### config.mk
export PLATFORM = sky130hd
export DESIGN_NAME = ptfk_output
export DESIGN_NICKNAME = d
export VERILOG_FILES = /design/src/ptfk_pkg.sv /design/src/ptfk_output.sv
export SDC_FILE = /design/constraint.sdc
export NUM_CORES = 1
export LEC_CHECK = 0
export BUFFER_PORTS_ARGS = -buffer_cell sky130_fd_sc_hd__buf_2
export CAP_MARGIN = 20
export CORE_AREA = 2 2 229 231
export CTS_BUF_LIST = sky130_fd_sc_hd__clkbuf_4 sky130_fd_sc_hd__clkbuf_8
export DETAILED_ROUTE_END_ITERATION = 6
export DIE_AREA = 0 0 231 233
export GPL_ROUTABILITY_DRIVEN = 0
export HOLD_SLACK_MARGIN = 0.12
export SYNTH_ARGS = -nofsm -noshare
export SYNTH_HDL_FRONTEND = slang
export SYNTH_SLANG_ARGS = --single-unit
### constraint.sdc
create_clock -name clk -period 8.5 [get_ports clk]
set_clock_uncertainty 0.05 [all_clocks]
set_input_delay 1.275 -clock clk [delete_from_list [all_inputs] [get_ports clk]]
set_output_delay 1.275 -clock clk [all_outputs]
set_load 0.03 [all_outputs]
### src/ptfk_pkg.sv
package ptfk_pkg;

    localparam int CORDIC_STEPS = 24;
    localparam int NUM_LANES    = 10;
    localparam int NUM_PARAMS   = 18;
    localparam int ROT_W        = 30;
    localparam int TRANS_W      = 32;
    localparam int OUT_W        = 208;

    // sin/cos lanes of the trig pipeline
    localparam int LANE_PAN  = 0;
    localparam int LANE_TILT = 1;
    localparam int LANE_P1X  = 2;
    localparam int LANE_P1Y  = 3;
    localparam int LANE_P1Z  = 4;
    localparam int LANE_A1   = 5;
    localparam int LANE_A2   = 6;
    localparam int LANE_P2X  = 7;
    localparam int LANE_P2Y  = 8;
    localparam int LANE_P2Z  = 9;

    localparam logic signed [31:0] CORDIC_GAIN_Q30 = 32'sd652032874;
    localparam logic signed [31:0] PI_Q28          = 32'sd843314857;
    localparam logic signed [31:0] HALF_PI_Q28     = 32'sd421657428;

    localparam logic signed [31:0] ATAN_Q28 [CORDIC_STEPS] = '{
        32'sd210828714, 32'sd124459457, 32'sd65760959, 32'sd33381290,
        32'sd16755422,  32'sd8385879,   32'sd4193963,  32'sd2097109,
        32'sd1048571,   32'sd524287,    32'sd262144,   32'sd131072,
        32'sd65536,     32'sd32768,     32'sd16384,    32'sd8192,
        32'sd4096,      32'sd2048,      32'sd1024,     32'sd512,
        32'sd256,       32'sd128,       32'sd64,       32'sd32
    };

    typedef enum logic [2:0] {
        REG_MODE   = 3'd0,
        REG_WORD_0 = 3'd1,
        REG_WORD_1 = 3'd2,
        REG_WORD_2 = 3'd3,
        REG_WORD_3 = 3'd4,
        REG_WORD_4 = 3'd5
    } cfg_index_t;

    typedef logic signed [15:0]              angle_t;
    typedef logic signed [15:0]              param_t;
    typedef logic signed [ROT_W-1:0]         rot_t;
    typedef logic signed [TRANS_W-1:0]       trans_t;
    typedef logic signed [ROT_W+TRANS_W-1:0] prod_t;

    localparam rot_t ONE_Q28 = rot_t'(268435456);

    typedef struct packed {
        rot_t   [2:0][2:0] r;
        trans_t [2:0]      t;
    } xform_t;

    typedef struct packed {
        xform_t m0;
        xform_t m1;
    } xform_pair_t;

    typedef struct packed {
        xform_t p1;
        xform_t l1;
        xform_t l2;
        xform_t p2;
    } frames_t;

    typedef struct packed {
        rot_t [NUM_LANES-1:0] sin_v;
        rot_t [NUM_LANES-1:0] cos_v;
    } sincos_t;

    // q.28 product, rounded half up
    function automatic rot_t mq(input rot_t a, input rot_t b);
        logic signed [2*ROT_W-1:0] p;
        p = a * b;
        p = p + {{(2*ROT_W-28){1'b0}}, 1'b1, 27'b0};
        return p[ROT_W+27:28];
    endfunction

    function automatic prod_t prod_rr(input rot_t a, input rot_t b);
        prod_t pa;
        prod_t pb;
        pa = prod_t'(a);
        pb = prod_t'(b);
        return pa * pb;
    endfunction

    function automatic prod_t prod_rt(input rot_t a, input trans_t b);
        prod_t pa;
        prod_t pb;
        pa = prod_t'(a);
        pb = prod_t'(b);
        return pa * pb;
    endfunction

endpackage

### src/ptfk_output.sv
module ptfk_output (
    input  logic                       clk,
    input  logic                       rst_n,
    input  logic                       in_valid,
    output logic                       in_ready,
    input  ptfk_pkg::xform_t           acc,
    output logic                       out_valid,
    input  logic                       out_ready,
    output logic [ptfk_pkg::OUT_W-1:0] out_data
);
    import ptfk_pkg::*;

    typedef logic signed [ROT_W-15:0]  rsh_t;
    typedef logic signed [TRANS_W-12:0] tsh_t;

    localparam rsh_t ROT_MAX   = rsh_t'(16384);
    localparam rsh_t ROT_MIN   = rsh_t'(-16384);
    localparam tsh_t TRANS_MAX = tsh_t'(524287);
    localparam tsh_t TRANS_MIN = tsh_t'(-524288);

    logic             vld_reg;
    logic             en;
    logic [OUT_W-1:0] data_reg, data_next;

    assign en        = !vld_reg || out_ready;
    assign in_ready  = en;
    assign out_valid = vld_reg;
    assign out_data  = data_reg;

    // round to output scale and clamp
    always_comb begin
        rot_t                   rv;
        rsh_t                   rs;
        logic signed [TRANS_W:0] tv;
        tsh_t                   ts;
        data_next = '0;
        for (int i = 0; i < 3; i++) begin
            for (int j = 0; j < 3; j++) begin
                rv = acc.r[i][j];
                rv = rv + rot_t'(8192);
                rs = $signed(rv[ROT_W-1:14]);
                if (rs > ROT_MAX) begin
                    rs = ROT_MAX;
                end else if (rs < ROT_MIN) begin
                    rs = ROT_MIN;
                end
                data_next[16*(3*i+j) +: 16] = rs[15:0];
            end
        end
        for (int i = 0; i < 3; i++) begin
            tv = (TRANS_W+1)'(acc.t[i]);
            tv = tv + (TRANS_W+1)'(2048);
            ts = $signed(tv[TRANS_W:12]);
            if (ts > TRANS_MAX) begin
                ts = TRANS_MAX;
            end else if (ts < TRANS_MIN) begin
                ts = TRANS_MIN;
            end
            data_next[144+20*i +: 20] = ts[19:0];
        end
    end

    always_ff @(posedge clk or negedge rst_n) begin
        if (!rst_n) begin
            vld_reg <= 1'b0;
        end else if (en) begin
            vld_reg <= in_valid;
        end
    end

    always_ff @(posedge clk) begin
        if (en) begin
            data_reg <= data_next;
        end
    end

endmodule

==> results of run 1 <==
## area by class of cell
cell class | instances | area [um2] | share of cell area
Tap cell | 680 | 851 | 0.0575
Inverter | 25 | 93.8 | 0.00634
Sequential cell | 205 | 6150 | 0.415
Multi-Input combinational cell | 763 | 4710 | 0.318
Clock buffer | 49 | 618 | 0.0417
Clock inverter | 19 | 220 | 0.0149
Timing Repair Buffer | 430 | 2160 | 0.146
## Yosys cell counts, drive strengths merged (5+ instances only)
library cell    n
nor2          153
and4           19
a21boi          5
and3           41
buf            15
nand2          99
and2            6
xnor2          65
edfxtp        204
inv            25
o21ai          40
nor3           25
a31oi           5
xor2          122
a21oi          10
nand4          40
nand2b          6
ha             12
nand3          78
clkbuf          8
## final timing paths
kind	slack, ns	to	start	cells past startpoint
worst max-delay path	5.15	out_data[121]	acc[319]	8
min in group clk	0.85	out_valid	in_valid	2
worst min register to register	0.97	out_valid	out_valid	3
max in group asynchronous	7.89	out_valid	rst_n	1
worst min-delay path	0.42	out_valid	rst_n	1
worst max register to register	6.13	out_data[23]	out_valid	3
## flip-flops by register name (all words and copies together) (netlist names)
register and flops:
out_valid 1, out_data 204
## cell families (layout without fill, tap and decap cells)
| logic type | count (synthesis) | count (layout) |
|---|---|---|
| XOR/XNOR | 187 | 187 |
| multiplexers | 4 | 4 |
| AND/OR/NAND/NOR | 482 | 482 |
| flip-flops | 205 | 205 |
| buffers and inverters | 48 | 523 |
| other | 1 | 4 |
| AO/OA/AOI/OAI | 74 | 74 |
| adder cells (fa/ha/maj) | 12 | 12 |
## per-stage QoR
step | std cells | worst slack (ns) | hold slack, ns | power [mW]
2_1_floorplan | 1016 | 0.780 | 0.929 | 1.61
3_3_place_gp | 2102 | 4.60 | 0.996 | 1.83
3_5_place_dp | 2102 | 4.54 | 1.00 | 1.84
4_1_cts | 2170 | 5.18 | 0.350 | 2.96
5_1_grt | 2171 | 4.98 | 0.366 | 3.04
6_report | 2171 | 5.15 | 0.423 | 2.90
## power groups by stage
stage / clock network [mW] / logic (mW) / registers (mW)
floorplan: 0 / 0.141 / 1.47
global placement: 0 / 0.563 / 1.27
detailed placement: 0 / 0.567 / 1.27
CTS: 1.13 / 0.569 / 1.25
global route: 1.17 / 0.607 / 1.26
finish: 1.08 / 0.563 / 1.25
## layer usage
layer | wire, um | share of wire | vias to the layer above | track usage
li1 | - | - | 4539 | -
met1 | 14700 | 0.41 | 4430 | 0.151
met2 | 16300 | 0.45 | 355 | 0.204
met3 | 4090 | 0.11 | 65 | 0.0580
met4 | 933 | 0.026 | 2 | 0.0433
met5 | 13 | 0.00036 | - | 0
## critical path, cell delays in order
cell and delay (ns):
buf_2 0.11, ha_1 0.20, nand4_1 0.18, nor3_1 0.38, nand3_1 0.14, xor2_1 0.29, xor2_1 0.81, nor2_1 0.16
==> reports/metrics.cfg, run 1 <==
[run_status]
status = completed

[routing]
wl_um = 36000
dr.pass1.iters = 4
avgRoutedWirePerCell_um = 16.6
via_count = 9391
vias_per_cell = 4.33
drtIter0Drc = 396
drc_errors = 0
antenna_left = 0

[timing]
period_share = 0.394
fmax_mhz = 299
setup_viol_count_final = 0
rsz0062_at_grt = false
slew_viol_final = 0
relSlewSlack = 0.297
finalSetupTns_ns = 0
worst-slew-pin-transition_ns = 1.05
hold_viol = 0
period_minus_slack_ns = 3.35

[clock_network]
htree_levels = 2
cts_hold_buffers = 0
clock_latency_ns = 0.56
cts_buffer_depth = 3
cts-root-buf = clkbuf_8
clk_pin_slew_ns = 0.06
cts_setup_buffers = 0
ctsResizeCount = 0
cts_tree = done
cts_buffers = 40
clock_sinks = 205

[synth]
yosysTopAreaCellShare = 0.554
ys_seq_elements = 205
synth_top_family_by_area = simple AND/OR/NAND/NOR gates
ys_top_cells_by_area = edfxtp_1 55%, xor2_1 9.6%, nor2_1 5.2%, xnor2_1 5.1%, nand3_1 3.4%
syn_inst = 1013
syn_area_um2 = 11100
yosys_warnings = 0
synthAdderAreaFrac = 0.0136
synth_compound_area_frac = 0.0417
synth_mux_area_frac = 0.00362
synthSimpleGateAreaFrac = 0.215
ys_types = 55
synth_edf_count = 204
synth_xor_area_frac = 0.150
seq_area_frac_synth = 0.556
async_flop_share = 0.00488
ys.flop_type = edfxtp_1
avgSynthCellArea_um2 = 10.9
synth_top_area_cell = edfxtp_1

[pwr]
power_density_nw_per_um2 = 196
worst_ir_drop_vdd_mv = 0.102
p_seq_frac = 0.432
p_sw_uw = 883
swShare = 0.305
pwr-share-comb = 0.194
p_leak_nw = 6.09
p_clk_frac = 0.373
intPower_mw = 2.02

[floorplan]
start_util = 0.217
dieArea_um2 = 53800
die_h_um = 233
pin_count = 580
core_um2 = 51100
die_w_um = 231
rows = 83

[cells_and_area]
diodes = 0
layout_commonest_cell = buf_2
syn_to_final_growth_pct = 33.8
layout_common_cells = 425 x buf_2, 204 x edfxtp_1, 153 x nor2_1, 121 x xor2_1, 99 x nand2_1
drive_above_1_share = 0.343
nNetsFinal = 1847
utilization = 0.290
n_fill_cell = 5359
final_area_um2 = 14800

[worst_setup_path]
start_kind = primary input
worstSetupPathType = primary input to register
crit_required_ns = 8.72
crit_fanout = 14
worstPathArrival_ns = 3.56
end_kind = register

[global_routing]
antenna_found_initial = 4
grt_max_degree = 68
overflow = 0
grt_usage = 0.128
grt_pass1_wl_um = 52300
grt_pass1_vias = 9162

[job]
max-cap-violations = 0

[placed_design]
hpwl_um = 28600
numPortBuffers = 425
dpl-instance-area_um2 = 14000

[hold_path]
hp-class = primary input to asynchronous set/reset pin

Power figures use the tool's default switching activity.
==> run 2, diff against run 1 <==
--- a/config.mk
+++ b/config.mk
@@ -5,12 +5,13 @@
 export SDC_FILE = /design/constraint.sdc
 export NUM_CORES = 1
 export LEC_CHECK = 0
+export ABC_AREA = 1
 export BUFFER_PORTS_ARGS = -buffer_cell sky130_fd_sc_hd__buf_2
 export CAP_MARGIN = 20
-export CORE_AREA = 2 2 229 231
+export CORE_AREA = 2 2 222 224
 export CTS_BUF_LIST = sky130_fd_sc_hd__clkbuf_4 sky130_fd_sc_hd__clkbuf_8
 export DETAILED_ROUTE_END_ITERATION = 6
-export DIE_AREA = 0 0 231 233
+export DIE_AREA = 0 0 224 226
 export GPL_ROUTABILITY_DRIVEN = 0
 export HOLD_SLACK_MARGIN = 0.12
 export SYNTH_ARGS = -nofsm -noshare
==> constraint.sdc (replaced) <==
create_clock -name clk -period 3.25 [get_ports clk]
set_clock_uncertainty 0.05 [all_clocks]
set_input_delay 0.4875 -clock clk [delete_from_list [all_inputs] [get_ports clk]]
set_output_delay 0.4875 -clock clk [all_outputs]
set_load 0.03 [all_outputs]
==> run 2 against run 1 <==
Effect of this change:
- register-to-register slack worse by 4.9 ns
- power rose to 2.7 times the previous value
- routed wire length up 16%
- sequential share of layout area down 5.3 points
- final cell count up 22%
- first-iteration DRC count up 100%
- flip-flop and latch count unchanged
==> reports/metrics.cfg, run 2 <==
[cells_and_area]
utilization = 0.351  ; +0.0611
largest_reg_flops = 204  ; unchanged
layout_commonest_cell = buf_2
layout_common_cells = 425 x buf_2, 380 x nand2_1, 204 x edfxtp_1, 188 x inv_1, 170 x nor2_1
nNetsFinal = 2370  ; +28%
syn_to_final_growth_pct = 27.9
drive_above_1_share = 0.325  ; -0.0187

[worst_setup_path]
path_buf_inv = 1  ; unchanged
crit_slowest_cell = nand2_8
crit_fanout = 66  ; +52
end_kind = output pin
max_stage_delay_ns = 0.44  ; -0.37 ns
path_delay_family = simple AND/OR/NAND/NOR gates
crit_required_ns = 2.71  ; -6.01 ns
cp-startpoint = out_valid
r2r-start = out_valid
start_kind = register
worstPathArrival_ns = 1.78  ; -1.78 ns
worstSetupPathType = register to output pin
path_cells = nand2_8 > buf_2

[placed_design]
hpwl_um = 33700  ; +18%
numPortBuffers = 425  ; unchanged

[synth]
synth.most_common_cell = nand2_1
yosysTopAreaCellShare = 0.462  ; -0.0920
yosys_warnings = 0  ; unchanged
synth_edf_count = 204  ; unchanged
synth_common_cells = 381 x nand2_1, 204 x edfxtp_1, 188 x inv_1, 170 x nor2_1, 83 x xor2_1
seq_area_frac_synth = 0.464  ; -0.0924
synth_top_area_cell = edfxtp_1
ys_top_cells_by_area = edfxtp_1 46%, nand2_1 11%, xor2_1 5.5%, inv_1 5.3%, nor2_1 4.8%
ys_seq_elements = 205  ; unchanged
async_flop_share = 0.00488  ; unchanged
ys_types = 43  ; -22%
avgSynthCellArea_um2 = 8.69  ; -20%
ys.flop_type = edfxtp_1
syn_area_um2 = 13300  ; +20%
syn_inst = 1527  ; +51%

[clock_network]
ctsResizeCount = 0  ; unchanged
cts_buffer_depth = 3  ; unchanged
cts-root-buf = clkbuf_8
cts_buffers = 40  ; unchanged
cts_setup_buffers = 0  ; unchanged
htree_levels = 2  ; unchanged
clock_sinks = 205  ; unchanged
cts_hold_buffers = 3  ; +3
cts_tree = done
clock_latency_ns = 0.57  ; about the same
clk_pin_slew_ns = 0.06  ; about the same

[pwr]
worst_ir_drop_vdd_mv = 0.302  ; +200%
power_density_nw_per_um2 = 460  ; +140%
p_leak_nw = 7.72  ; +27%

[global_routing]
antenna_found_initial = 13  ; +9
grt_pass1_vias = 11400  ; +25%
grt_max_degree = 67  ; -1.5%
overflow = 0  ; unchanged
grt_usage = 0.160  ; +0.0326
grt_pass1_wl_um = 62700  ; +20%

[floorplan]
die_h_um = 226  ; -3.0%
start_util = 0.274  ; +0.0579
die_w_um = 224  ; -3.0%
dieArea_um2 = 50600  ; -5.9%
pin_count = 580  ; unchanged
core_um2 = 48300  ; -5.4%
rows = 81  ; -2.4%

[timing]
period_minus_slack_ns = 2.32
hold_viol = 0  ; unchanged
relSlewSlack = 0.414  ; +0.117
period_share = 0.713
finalSetupTns_ns = 0  ; unchanged
hold_slack_ns = 0.204  ; -0.220 ns
slew_viol_final = 0  ; unchanged
setup_viol_count_final = 0  ; unchanged
fmax_mhz = 431
worst-slew-pin-transition_ns = 0.875  ; -0.176 ns
rsz0062_at_grt = false

[routing]
drc_errors = 0  ; unchanged
via_count = 12000  ; +28%
vias_per_cell = 4.55  ; +5.3%
antenna_left = 0  ; unchanged
dr.pass1.iters = 5  ; +1
wl_um = 41900  ; +16%
drtIter0Drc = 797  ; +100%
avgRoutedWirePerCell_um = 15.9  ; -4.3%

[hold_path]
hp-class = primary input to register
min-delay-start = acc[93]

[run_status]
status = completed

[job]
max-cap-violations = 0  ; unchanged

[run 2: worst paths after layout]
path | to | slack, ns | depth (start not counted)
min | out_data[201] | 0.20 | 3
min in group asynchronous | out_valid | 0.69 | 3
max reg2reg | out_data[92] | 1.22 | 2
max | in_ready | 0.93 | 2
min reg2reg | out_data[98] | 1.04 | 1
max in group asynchronous | out_valid | 2.35 | 3
[run 2: worst register-to-register path, stage by stage, from the launching register on]
cell and delay [ns]:
dfrtp_1 0.43, nand2_8 0.44, buf_4 0.71
[run 2: power breakdown]
group          switching (mW)  internal (mW)  leakage (nW)
clock network            1.17           1.68         0.435
logic                    1.20          0.477          5.19
registers              0.0709           3.20          2.10
total                    2.45           5.36          7.72
[run 2: layer usage]
layer / global-route usage / vias up / routed length, um
li1: - / 5976 / -
met1: 0.192 / 5472 / 17000
met2: 0.253 / 470 / 18600
met3: 0.0725 / 97 / 4820
met4: 0.0585 / 16 / 1320
met5: 0 / - / 105
[run 2: cell families (layout without fill, tap and decap cells)]
family	after synthesis	count (layout)	synth area share
and+or+nand+nor	806	806	0.283
other	1	10	0.000283
DFF	205	205	0.464
adders and majority gates	12	12	0.0113
buffers and inverters	218	702	0.0722
xor gates and xnor gates	126	126	0.0880
AOI/OAI and AO/OA	159	159	0.0820
[run 2: layout make-up]
cell class | instances | area, um2
diodes | 6 | 15.0
inverters | 195 | 732
flip-flops and latches | 205 | 6150
multi-input cells | 1107 | 6190
fillers | 4984 | 31400
clock buffers | 51 | 639
clock inverters | 17 | 210
repair buffers | 439 | 2250
well taps | 622 | 778
[run 2: metrics by stage]
| stage | instances | setup WS, ns | power (mW) | cell area (um2) |
|---|---|---|---|---|
| after floorplan | 1530 | 0.716 | 4.37 | 13300 |
| after global placement | 2565 | 0.589 | 4.99 | 16100 |
| after detailed placement | 2565 | 0.512 | 5.00 | 16100 |
| after CTS | 2636 | 0.839 | 7.95 | 16900 |
| after global routing | 2639 | 0.801 | 8.19 | 17000 |
| final | 2642 | 0.931 | 7.81 | 17000 |
